===== src/rtl/utf8d_pkg.sv =====
`default_nettype none

package utf8d_pkg;

  localparam int CodeW      = 21;
  localparam int FifoDepth  = 4;
  localparam int FifoPtrW   = $clog2(FifoDepth);
  localparam int FifoCntW   = $clog2(FifoDepth + 1);

  localparam logic [CodeW-1:0] ReplChar = CodeW'(32'hFFFD);

  typedef struct packed {
    logic [1:0]       pending;
    logic [CodeW-1:0] partial;
    logic             swallow;
  } dec_state_t;

  typedef struct packed {
    logic [CodeW-1:0] code;
    logic             repl;
    logic             last;
  } dec_res_t;

  typedef struct packed {
    logic             emit;
    logic [CodeW-1:0] code;
    logic             repl;
    logic [1:0]       extra;
    logic             swallow;
  } lead_t;

  function automatic lead_t decode_lead(input logic [7:0] b, input logic [1:0] after);
    lead_t            l;
    logic [1:0]       extra;
    logic [CodeW-1:0] code;
    logic             bad;
    l     = '0;
    extra = 2'd0;
    code  = '0;
    bad   = 1'b0;
    if (b[7] == 1'b0) begin
      code = CodeW'(b);
    end else if (b[7:5] == 3'b110) begin
      extra = 2'd1;
      code  = CodeW'(b[4:0]);
    end else if (b[7:4] == 4'b1110) begin
      extra = 2'd2;
      code  = CodeW'(b[3:0]);
    end else if (b[7:3] == 5'b11110) begin
      extra = 2'd3;
      code  = CodeW'(b[2:0]);
    end else begin
      bad = 1'b1;
    end
    if (b[7] == 1'b0) begin
      l.emit = 1'b1;
      l.code = code;
    end else if (bad) begin
      l.emit = 1'b1;
      l.code = ReplChar;
      l.repl = 1'b1;
    end else if (extra > after) begin
      l.emit    = 1'b1;
      l.code    = ReplChar;
      l.repl    = 1'b1;
      l.swallow = (after != 2'd0);
    end else begin
      l.extra = extra;
      l.code  = code;
    end
    return l;
  endfunction

endpackage

`default_nettype wire


===== src/rtl/utf8_codepoint_decoder_unit.sv =====
// utf8_codepoint_decoder_unit
// Decodes a UTF-8 byte stream into code points. The input channel (in_valid,
// in_ready) carries one byte per transfer with in_bytes_after, the count of
// bytes still to follow in the text saturated at 3 (0 marks the last byte).
// The result channel (out_valid, out_ready) carries one code point per
// transfer; out_replaced flags U+FFFD given for malformed input and
// out_last_of_run marks the final result caused by one input byte.
// A byte is held in an input register until the queue has room, decoded in
// one pass and written, with its zero, one or two results, into a four-entry
// result queue. A result is valid once its byte has passed the input register
// and been written into the queue. Throughput is one byte per cycle while the
// queue has room; a byte leaves the input register only while the queue holds
// at most two results, so a run of double results against a receiver taking
// one per cycle holds the input back.
// When the receiver stalls the queue fills and in_ready drops after the
// input register is occupied; nothing is lost.
// Reset (rst_n low, synchronous) empties the input register and the queue
// and closes any open sequence.
`default_nettype none

module utf8_codepoint_decoder_unit (
  input  wire logic                        clk,
  input  wire logic                        rst_n,
  input  wire logic                        in_valid,
  output logic                             in_ready,
  input  wire logic [7:0]                  in_data_byte,
  input  wire logic [1:0]                  in_bytes_after,
  output logic                             out_valid,
  input  wire logic                        out_ready,
  output logic [utf8d_pkg::CodeW-1:0]      out_code_point,
  output logic                             out_replaced,
  output logic                             out_last_of_run
);
  import utf8d_pkg::*;

  logic                stg_valid_r;
  logic [7:0]          stg_byte_r;
  logic [1:0]          stg_after_r;
  logic                stg_adv;

  dec_state_t          st_r;
  dec_state_t          st_nxt;
  logic [1:0]          n_res;
  dec_res_t            res0;
  dec_res_t            res1;

  dec_res_t            fifo_r [FifoDepth];
  logic [FifoPtrW-1:0] wptr_r;
  logic [FifoPtrW-1:0] rptr_r;
  logic [FifoCntW-1:0] cnt_r;
  logic [FifoCntW-1:0] cnt_nxt;
  logic [FifoPtrW-1:0] wptr_p1;
  logic                pop;
  logic [1:0]          push_n;

  assign stg_adv  = stg_valid_r && (cnt_r <= FifoCntW'(FifoDepth - 2));
  assign in_ready = !stg_valid_r || stg_adv;

  always_ff @(posedge clk) begin
    if (!rst_n) begin
      stg_valid_r <= 1'b0;
    end else if (in_ready) begin
      stg_valid_r <= in_valid;
    end
  end

  always_ff @(posedge clk) begin
    if (in_valid && in_ready) begin
      stg_byte_r  <= in_data_byte;
      stg_after_r <= in_bytes_after;
    end
  end

  utf8d_step u_step (
    .data_byte   (stg_byte_r),
    .bytes_after (stg_after_r),
    .st          (st_r),
    .st_nxt      (st_nxt),
    .n_res       (n_res),
    .res0        (res0),
    .res1        (res1)
  );

  always_ff @(posedge clk) begin
    if (!rst_n) begin
      st_r <= '0;
    end else if (stg_adv) begin
      st_r <= st_nxt;
    end
  end

  // result queue
  assign pop     = out_valid && out_ready;
  assign push_n  = stg_adv ? n_res : 2'd0;
  assign wptr_p1 = wptr_r + FifoPtrW'(1);
  assign cnt_nxt = cnt_r + FifoCntW'(push_n) - FifoCntW'(pop);

  always_ff @(posedge clk) begin
    if (!rst_n) begin
      wptr_r <= '0;
      rptr_r <= '0;
      cnt_r  <= '0;
    end else begin
      wptr_r <= wptr_r + FifoPtrW'(push_n);
      rptr_r <= rptr_r + FifoPtrW'(pop);
      cnt_r  <= cnt_nxt;
    end
  end

  always_ff @(posedge clk) begin
    if (push_n != 2'd0) begin
      fifo_r[wptr_r] <= res0;
    end
    if (push_n == 2'd2) begin
      fifo_r[wptr_p1] <= res1;
    end
  end

  assign out_valid       = (cnt_r != '0);
  assign out_code_point  = fifo_r[rptr_r].code;
  assign out_replaced    = fifo_r[rptr_r].repl;
  assign out_last_of_run = fifo_r[rptr_r].last;

  a_cnt_bound: assert property (@(posedge clk) disable iff (!rst_n)
    cnt_r <= FifoCntW'(FifoDepth))
    else $error("result queue overfilled");

  a_adv_room: assert property (@(posedge clk) disable iff (!rst_n)
    stg_adv |-> cnt_r <= FifoCntW'(FifoDepth - 2))
    else $error("byte decoded without room for two results");

  a_pair_kept: assert property (@(posedge clk) disable iff (!rst_n)
    out_valid && !out_last_of_run |-> cnt_r >= FifoCntW'(2))
    else $error("first of a result pair queued without its partner");

  a_no_pending_swallow: assert property (@(posedge clk) disable iff (!rst_n)
    st_r.swallow |-> st_r.pending == 2'd0)
    else $error("sequence open while swallowing");

endmodule

`default_nettype wire


===== src/rtl/utf8d_step.sv =====
`default_nettype none

module utf8d_step (
  input  wire logic [7:0]           data_byte,
  input  wire logic [1:0]           bytes_after,
  input  wire utf8d_pkg::dec_state_t st,
  output utf8d_pkg::dec_state_t     st_nxt,
  output logic [1:0]                n_res,
  output utf8d_pkg::dec_res_t       res0,
  output utf8d_pkg::dec_res_t       res1
);
  import utf8d_pkg::*;

  lead_t            lead;
  logic [CodeW-1:0] ext_code;

  assign lead     = decode_lead(data_byte, bytes_after);
  assign ext_code = CodeW'({st.partial, data_byte[5:0]});

  always_comb begin
    st_nxt = st;
    n_res  = 2'd0;
    res0   = '0;
    res1   = '0;
    if (st.swallow) begin
      st_nxt.swallow = (bytes_after != 2'd0);
    end else if (st.pending != 2'd0) begin
      if (data_byte[7:6] == 2'b10) begin
        st_nxt.partial = ext_code;
        st_nxt.pending = st.pending - 2'd1;
        if (st.pending == 2'd1) begin
          n_res     = 2'd1;
          res0.code = ext_code;
          res0.last = 1'b1;
        end
      end else begin
        // bad continuation, then the same byte as a lead
        res0.code      = ReplChar;
        res0.repl      = 1'b1;
        st_nxt.pending = 2'd0;
        st_nxt.partial = '0;
        if (lead.emit) begin
          n_res          = 2'd2;
          res1.code      = lead.code;
          res1.repl      = lead.repl;
          res1.last      = 1'b1;
          st_nxt.swallow = lead.swallow;
        end else begin
          n_res          = 2'd1;
          res0.last      = 1'b1;
          st_nxt.pending = lead.extra;
          st_nxt.partial = lead.code;
        end
      end
    end else begin
      if (lead.emit) begin
        n_res          = 2'd1;
        res0.code      = lead.code;
        res0.repl      = lead.repl;
        res0.last      = 1'b1;
        st_nxt.swallow = lead.swallow;
      end else begin
        st_nxt.pending = lead.extra;
        st_nxt.partial = lead.code;
      end
    end
  end

endmodule

`default_nettype wire


===== config.mk =====
export PLATFORM = sky130hd
export DESIGN_NAME = utf8_codepoint_decoder_unit
export DESIGN_NICKNAME = d
export VERILOG_FILES = /design/src/rtl/utf8d_pkg.sv /design/src/rtl/utf8_codepoint_decoder_unit.sv /design/src/rtl/utf8d_step.sv
export SDC_FILE = /design/constraint.sdc
export NUM_CORES = 1
export LEC_CHECK = 0
export BUFFER_PORTS_ARGS = -buffer_cell sky130_fd_sc_hd__buf_4
export CORE_ASPECT_RATIO = 2
export CORE_UTILIZATION = 61
export DETAILED_ROUTE_END_ITERATION = 16
export PLACE_DENSITY = 0.8
export SKIP_CTS_REPAIR_TIMING = 1
export SYNTH_ARGS = -nofsm -noshare
export SYNTH_HDL_FRONTEND = slang
export SYNTH_SLANG_ARGS = --single-unit

===== constraint.sdc =====
create_clock -name clk -period 3.95 [get_ports clk]
set_input_delay 0.9875 -clock clk [delete_from_list [all_inputs] [get_ports clk]]
set_output_delay 0.9875 -clock clk [all_outputs]
set_load 0.1 [all_outputs]

======== Word level (Yosys, flattened, before mapping) ========
Memories as Yosys holds them, arrays and structs flattened. A register that Yosys moved wholly into a read port is not among the register bits.
Cells that the tools add are included.
word-level totals
  bits in writable memories ............... 92
  word-level logic and storage cells ...... 87
  bits in registers ....................... 36
  bits in read-only memories .............. 0
  output and inout port bits .............. 25
  memories ................................ 1
  input port bits ......................... 14
  bits in latches ......................... 0
cells by class
  eq/ne operators ......................... 7
  $lt $le $gt $ge ......................... 2
  muxes and demuxes ....................... 51
  div/mod/pow operators ................... 0
  shift-type cells ........................ 0
  multiply operators ...................... 0
  bitwise logic cells ..................... 1
  reduce and logical (&&, ||, !) cells .... 10
  $add $sub $neg .......................... 6
memories
  memory  words  width  rd ports  clocked after memory_dff  write ports  RTL line                           source
  fifo_r  4      23     1         1                         2            utf8_codepoint_decoder_unit.sv:47  dec_res_t fifo_r [FifoDepth];
operator list
  operator                                                                          count
  23-bit two-way mux                                                                10
  21-bit two-way mux                                                                6
  24-bit two-way mux                                                                1
  2-bit two-way mux                                                                 11
  22-bit two-way mux                                                                1
  1-bit two-way mux                                                                 19
  3-bit two-way mux                                                                 2
  2-bit nonzero test                                                                3
  5-bit == test, second input constant                                              1
  2-bit == test, second input constant                                              2
  4-bit == test, second input constant                                              1
  4-bit two-way mux                                                                 1
  3-bit by 2-bit adder with 3-bit output                                            1
  3-bit == test, second input constant                                              1
  3-bit by 2-bit less-or-equal comparator with 1-bit output, second input constant  1
  1-bit logical AND                                                                 3
  3-bit AND reduction                                                               1
  3-bit nonzero test                                                                1
  3-bit by 1-bit subtractor with 3-bit output                                       1
  2-bit by 1-bit adder with 2-bit output                                            1
  2-bit by 1-bit adder with 2-bit output, second input constant                     1
  2-bit adder                                                                       1
  2-bit by 1-bit == test with 1-bit output, second input constant                   1
  2-bit greater-than comparator                                                     1
  other kinds (5)                                                                   5

======== Longest topological paths before layout ========
  depth after elaboration ................. 17
  depth in mapped cells ................... 15
  gate-level depth less buffers ........... 15

======== Cells and area by module ========
From an unflattened synthesis, not the netlist that was laid out.
unflattened totals
  cell total of the unflattened synthesis .. 608
  area, all modules ....................... 7,445.9 sq um
by module, submodules not included
  module                       area an instance (sq um)  seq. area each (sq um)  cells an instance  times used
  utf8_codepoint_decoder_unit  6,229.7                   3,703.6                 406                1
  utf8d_step                   1,216.2                   0.0                     202                1

======== Least setup slack after synthesis ========
OpenSTA, ideal clock, no wires.
  path type ............................... register -> register
  start point ............................. register stg_byte_r[3]
  end point ............................... register cnt_r[2]
  stages on the path, launching flop included .. 16
  setup time .............................. 0.115 ns
  arrival time ............................ 3.197 ns
  required time ........................... 3.835 ns
  period minus slack after synthesis ...... 3.312 ns
  slack ................................... 0.638 ns
  path buffers ............................ 1
  path through ............................ edfxtp_1 > clkbuf_1 > nand2_1 > and3_1 > ha_1 > nor2b_4 > o21a_1 > o21ai_0 > o21ai_0 > a2111o_1 > ha_1 > inv_1 > ha_1 > fa_1 > xnor2_1 > and2_1
on the way
  word-level cells in the longest chain between the ends .. 16
  elaborated cells between the ends (all ways) .. 21
  classes of those cells .................. add/sub: 2; order compare: 1; eq/ne: 1; mux: 17
RTL lines
  item                                             RTL line                            source
  start: declaration                               utf8_codepoint_decoder_unit.sv:37   logic [7:0] stg_byte_r;
  start signal: assignment                         utf8_codepoint_decoder_unit.sv:69   stg_byte_r <= in_data_byte;
  5-bit == test (*)                                utf8d_pkg.sv:49                     end else if (b[7:3] == 5'b11110) begin
  2-bit two-way mux                                utf8d_pkg.sv:49
  2-bit two-way mux                                utf8d_pkg.sv:46                     end else if (b[7:4] == 4'b1110) begin
  2-bit two-way mux                                utf8d_pkg.sv:43                     end else if (b[7:5] == 3'b110) begin
  2-bit two-way mux                                utf8d_pkg.sv:41                     if (b[7] == 1'b0) begin
  2-bit greater-than comparator                    utf8d_pkg.sv:62                     end else if (extra > after) begin
  1-bit two-way mux                                utf8d_pkg.sv:62
  23-bit two-way mux (*)                           utf8d_pkg.sv:58                     end else if (bad) begin
  22-bit two-way mux (*)                           utf8d_pkg.sv:55                     if (b[7] == 1'b0) begin
  2-bit two-way mux                                utf8d_step.sv:42                    if (lead.emit) begin
  2-bit two-way mux                                utf8d_step.sv:28                    if (data_byte[7:6] == 2'b10) begin
  2-bit two-way mux (*)                            utf8d_step.sv:27                    end else if (st.pending != 2'd0) begin
  2-bit two-way mux (*)                            utf8d_step.sv:25                    if (st.swallow) begin
  2-bit two-way mux (*)                            utf8_codepoint_decoder_unit.sv:94   assign push_n = stg_adv ? n_res : 2'd0;
  3-bit by 2-bit adder with 3-bit output (*)       utf8_codepoint_decoder_unit.sv:96   assign cnt_nxt = cnt_r + FifoCntW'(push_n) - FifoCntW'(pop);
  3-bit by 1-bit subtractor with 3-bit output (*)  utf8_codepoint_decoder_unit.sv:96
  end signal: assignment                           utf8_codepoint_decoder_unit.sv:106  cnt_r <= cnt_nxt;
  end: declaration                                 utf8_codepoint_decoder_unit.sv:50   logic [FifoCntW-1:0] cnt_r;
Every way passes the cells marked *; elsewhere a longest branch is shown, timed or not.
A chain may end at the register's enable or synchronous reset.

======== Worst setup path after layout ========
Ends and elaborated chain as after synthesis.

==> metrics.cfg <==
[floorplanning]
rows = 52
initial_core_util = 0.6251
num_io_pins = 39
dieArea_um2 = 10700
die_h_um = 145.3
core_area_um2 = 10020
die_x_um = 73.65

[timing]
finalMaxSlewViolations = 0
rsz0062_at_grt = no
hold_viol_final = 0
period_share = 0.8842
worst_slack_ps = 457.3
skew_ps = 6.002
period_needed_ps = 3493
finalSetupViolCount = 0
max-slew-margin-rel = 0.4192
tightest_slew_ps = 869.4
holdWs_ps = 480.4
fmax_ghz = 0.2863
setup_tns_ps = 0

[power_and_ir_drop]
power_switching_mw = 1.680
pwr-share-comb = 0.321
p_int_mw = 2.903
peakVddDrop_uv = 419.3
powerDensity_nw_per_um2 = 630.3
switching_share = 0.3665
power_leakage_nw = 2.644
power_frac_seq = 0.338
clkPwrFrac = 0.340
power.total_mw = 4.583

[grt]
grt_usage = 0.3142
grt_max_degree = 29
grt-ovfl-total = 0
grt_pass1_wl_mm = 24.66
antenna_found_initial = 0
grt_pass1_vias = 4940

[synth]
async_flop_share = 0
synth_area_leaders = edfxtp_1, dfxtp_1, mux4_2
synth_cell_types = 57
synth_top_area_share = 0.3931
ys_warn_count = 0
synth_ff_type = edfxtp_1
synth-edff-count = 82
postSynthCellCount = 552
synth.most_common_cell = edfxtp_1
yosysSeqAreaShare = 0.5402
syn-num-nets = 576
ys_ff_latch = 128
synth_top_area_cell = edfxtp_1
synthesis.area_per_instance_um2 = 11.35
synth_commonest_cells = edfxtp_1, o21ai_0, dfxtp_1, nand2_1, o22ai_1
syn-cell-area_um2 = 6264

[worst_setup_path]
cpMostUsedCell = ha_1
cp-end-kind = register
max_stage_delay_ps = 510
path_delay_family = adder cells
crit_fanout = 11
setup.worst_path.start_class = register
cp_slowest_cell = edfxtp_1
crit_buf_inv = 1
required_ps = 4260
path_class = reg2reg
path_cells = nand2_1, and3_1, ha_1, nor2b_4, o21a_1, o21ai_0, o21ai_0, a2111o_1, ha_1, inv_1, ha_1, fa_1, xnor2_1, and2_1
cp.arrival_ps = 3800

[route]
route.vias.total = 4828
drc = 0
drt_iter0_markers = 557
drt_first_pass_iters = 6
drtAntennaViolNets = 0
totalWireLength_mm = 15.46
routedWlPerCell_um = 20.93
vias_per_cell = 6.533

[clock_tree]
clk_path_buf_depth = 2
h-tree-depth = 4
cts_num_sinks = 128
worstSkewPairLatency_ps = 410
path_clk_slew_ps = 50
cts-root-buf = clkbuf_16
cts_buffers = 17
cts_tree = built

[cells_and_area]
drive_gt1_frac = 0.2103
post-route-util = 0.7256
fin_area_um2 = 7271
syn2layout_area_growth_pct = 16.08
fin_cells = 739
diodes = 0
nets = 615
fillCellCount = 722

[placed_design]
placed_cell_area_um2 = 6676
gp_congestion = 0.9466
dp_cells = 707
hpwl_mm = 10.81
place_ws_ps = 484.2
portBuffers = 38

[status]
status = finished, final reports clean

[flow_run]
drv_cap = 0

[worst_hold_path]
min_path_type = reg2reg

-- area by class of cell --
class | count | area (um^2) | share of cell area
Clock buffer | 19 | 432.9 | 0.05954
Inverter | 14 | 52.55 | 0.007228
Sequential cell | 128 | 3383 | 0.4653
Tap cell | 135 | 168.9 | 0.02323
Timing Repair Buffer | 53 | 397.9 | 0.05472
Clock inverter | 13 | 161.4 | 0.02220
Multi-Input combinational cell | 377 | 2674 | 0.3678
-- kinds of logic (layout without fill, tap and decap cells) --
kind of cell / after synthesis / after routing / synth area share
adder cells (fa/ha/maj): 10 / 10 / 0.02118
AND/OR/NAND/NOR: 153 / 153 / 0.1328
flip-flops: 128 / 128 / 0.5402
XOR/XNOR: 5 / 5 / 0.006991
multiplexers: 32 / 32 / 0.09708
AO/OA/AOI/OAI: 177 / 177 / 0.1676
buffers and inverters: 47 / 99 / 0.03416
-- path summary, 6_finish.rpt --
path                                                 start                         end  slack, ps  cells past startpoint
worst max register to register     stg_byte_r[3]$_DFFE_PP_         cnt_r[2]$_SDFF_PN0_        460                     14
worst min register to register  fifo_r[0][21]$_SDFFE_PP0P_  fifo_r[0][21]$_SDFFE_PP0P_        480                      2
worst max-delay path               stg_byte_r[3]$_DFFE_PP_         cnt_r[2]$_SDFF_PN0_        460                     14
worst min-delay path            fifo_r[0][21]$_SDFFE_PP0P_  fifo_r[0][21]$_SDFFE_PP0P_        480                      2
-- placed cells by master (no fill, tap or decap), types with 15 or more instances in the layout --
master     count
o21ai_1       25
dfxtp_1       46
o21ai_0       57
nor2_1        22
clkbuf_16     17
a21oi_1       29
nor2b_1       15
edfxtp_1      82
mux4_2        23
nand2_1       33
and2_1        25
nand3_1       26
o22ai_1       30
buf_4         53
-- routing by layer --
layer / part of all wire / global-route usage
met3: 0.058 / 0.06806
met4: 0.063 / 0.2000
met5: 0 / 0
met2: 0.54 / 0.5440
met1: 0.34 / 0.3306
-- power by group through the flow --
| stage | combinational (mW) | sequential, mW | clock, mW |
|---|---|---|---|
| finish | 1.47 | 1.55 | 1.56 |
| global route | 1.55 | 1.56 | 1.63 |
| CTS | 1.47 | 1.55 | 1.58 |
| detailed placement | 1.47 | 1.58 | 0 |
| global placement | 1.46 | 1.57 | 0 |
| floorplan | 1.20 | 1.56 | 0 |
-- worst register-to-register path: stages (launching register included) --
cell and delay, ps:
edfxtp_1 510, nand2_1 110, and3_1 210, ha_1 310, nor2b_4 150, o21a_1 230
o21ai_0 150, o21ai_0 140, a2111o_1 430, ha_1 270, inv_1 40, ha_1 180
fa_1 380, xnor2_1 130, and2_1 150
-- flip-flops by register name, summed over array words and instances, names as in the netlist --
register / cells
stg_byte_r: 8
cnt_r: 3
rptr_r: 2
stg_valid_r: 1
fifo_r: 92
wptr_r: 2
stg_after_r: 2
st_r: 18
No activity file was read; power rests on OpenSTA's default activity.
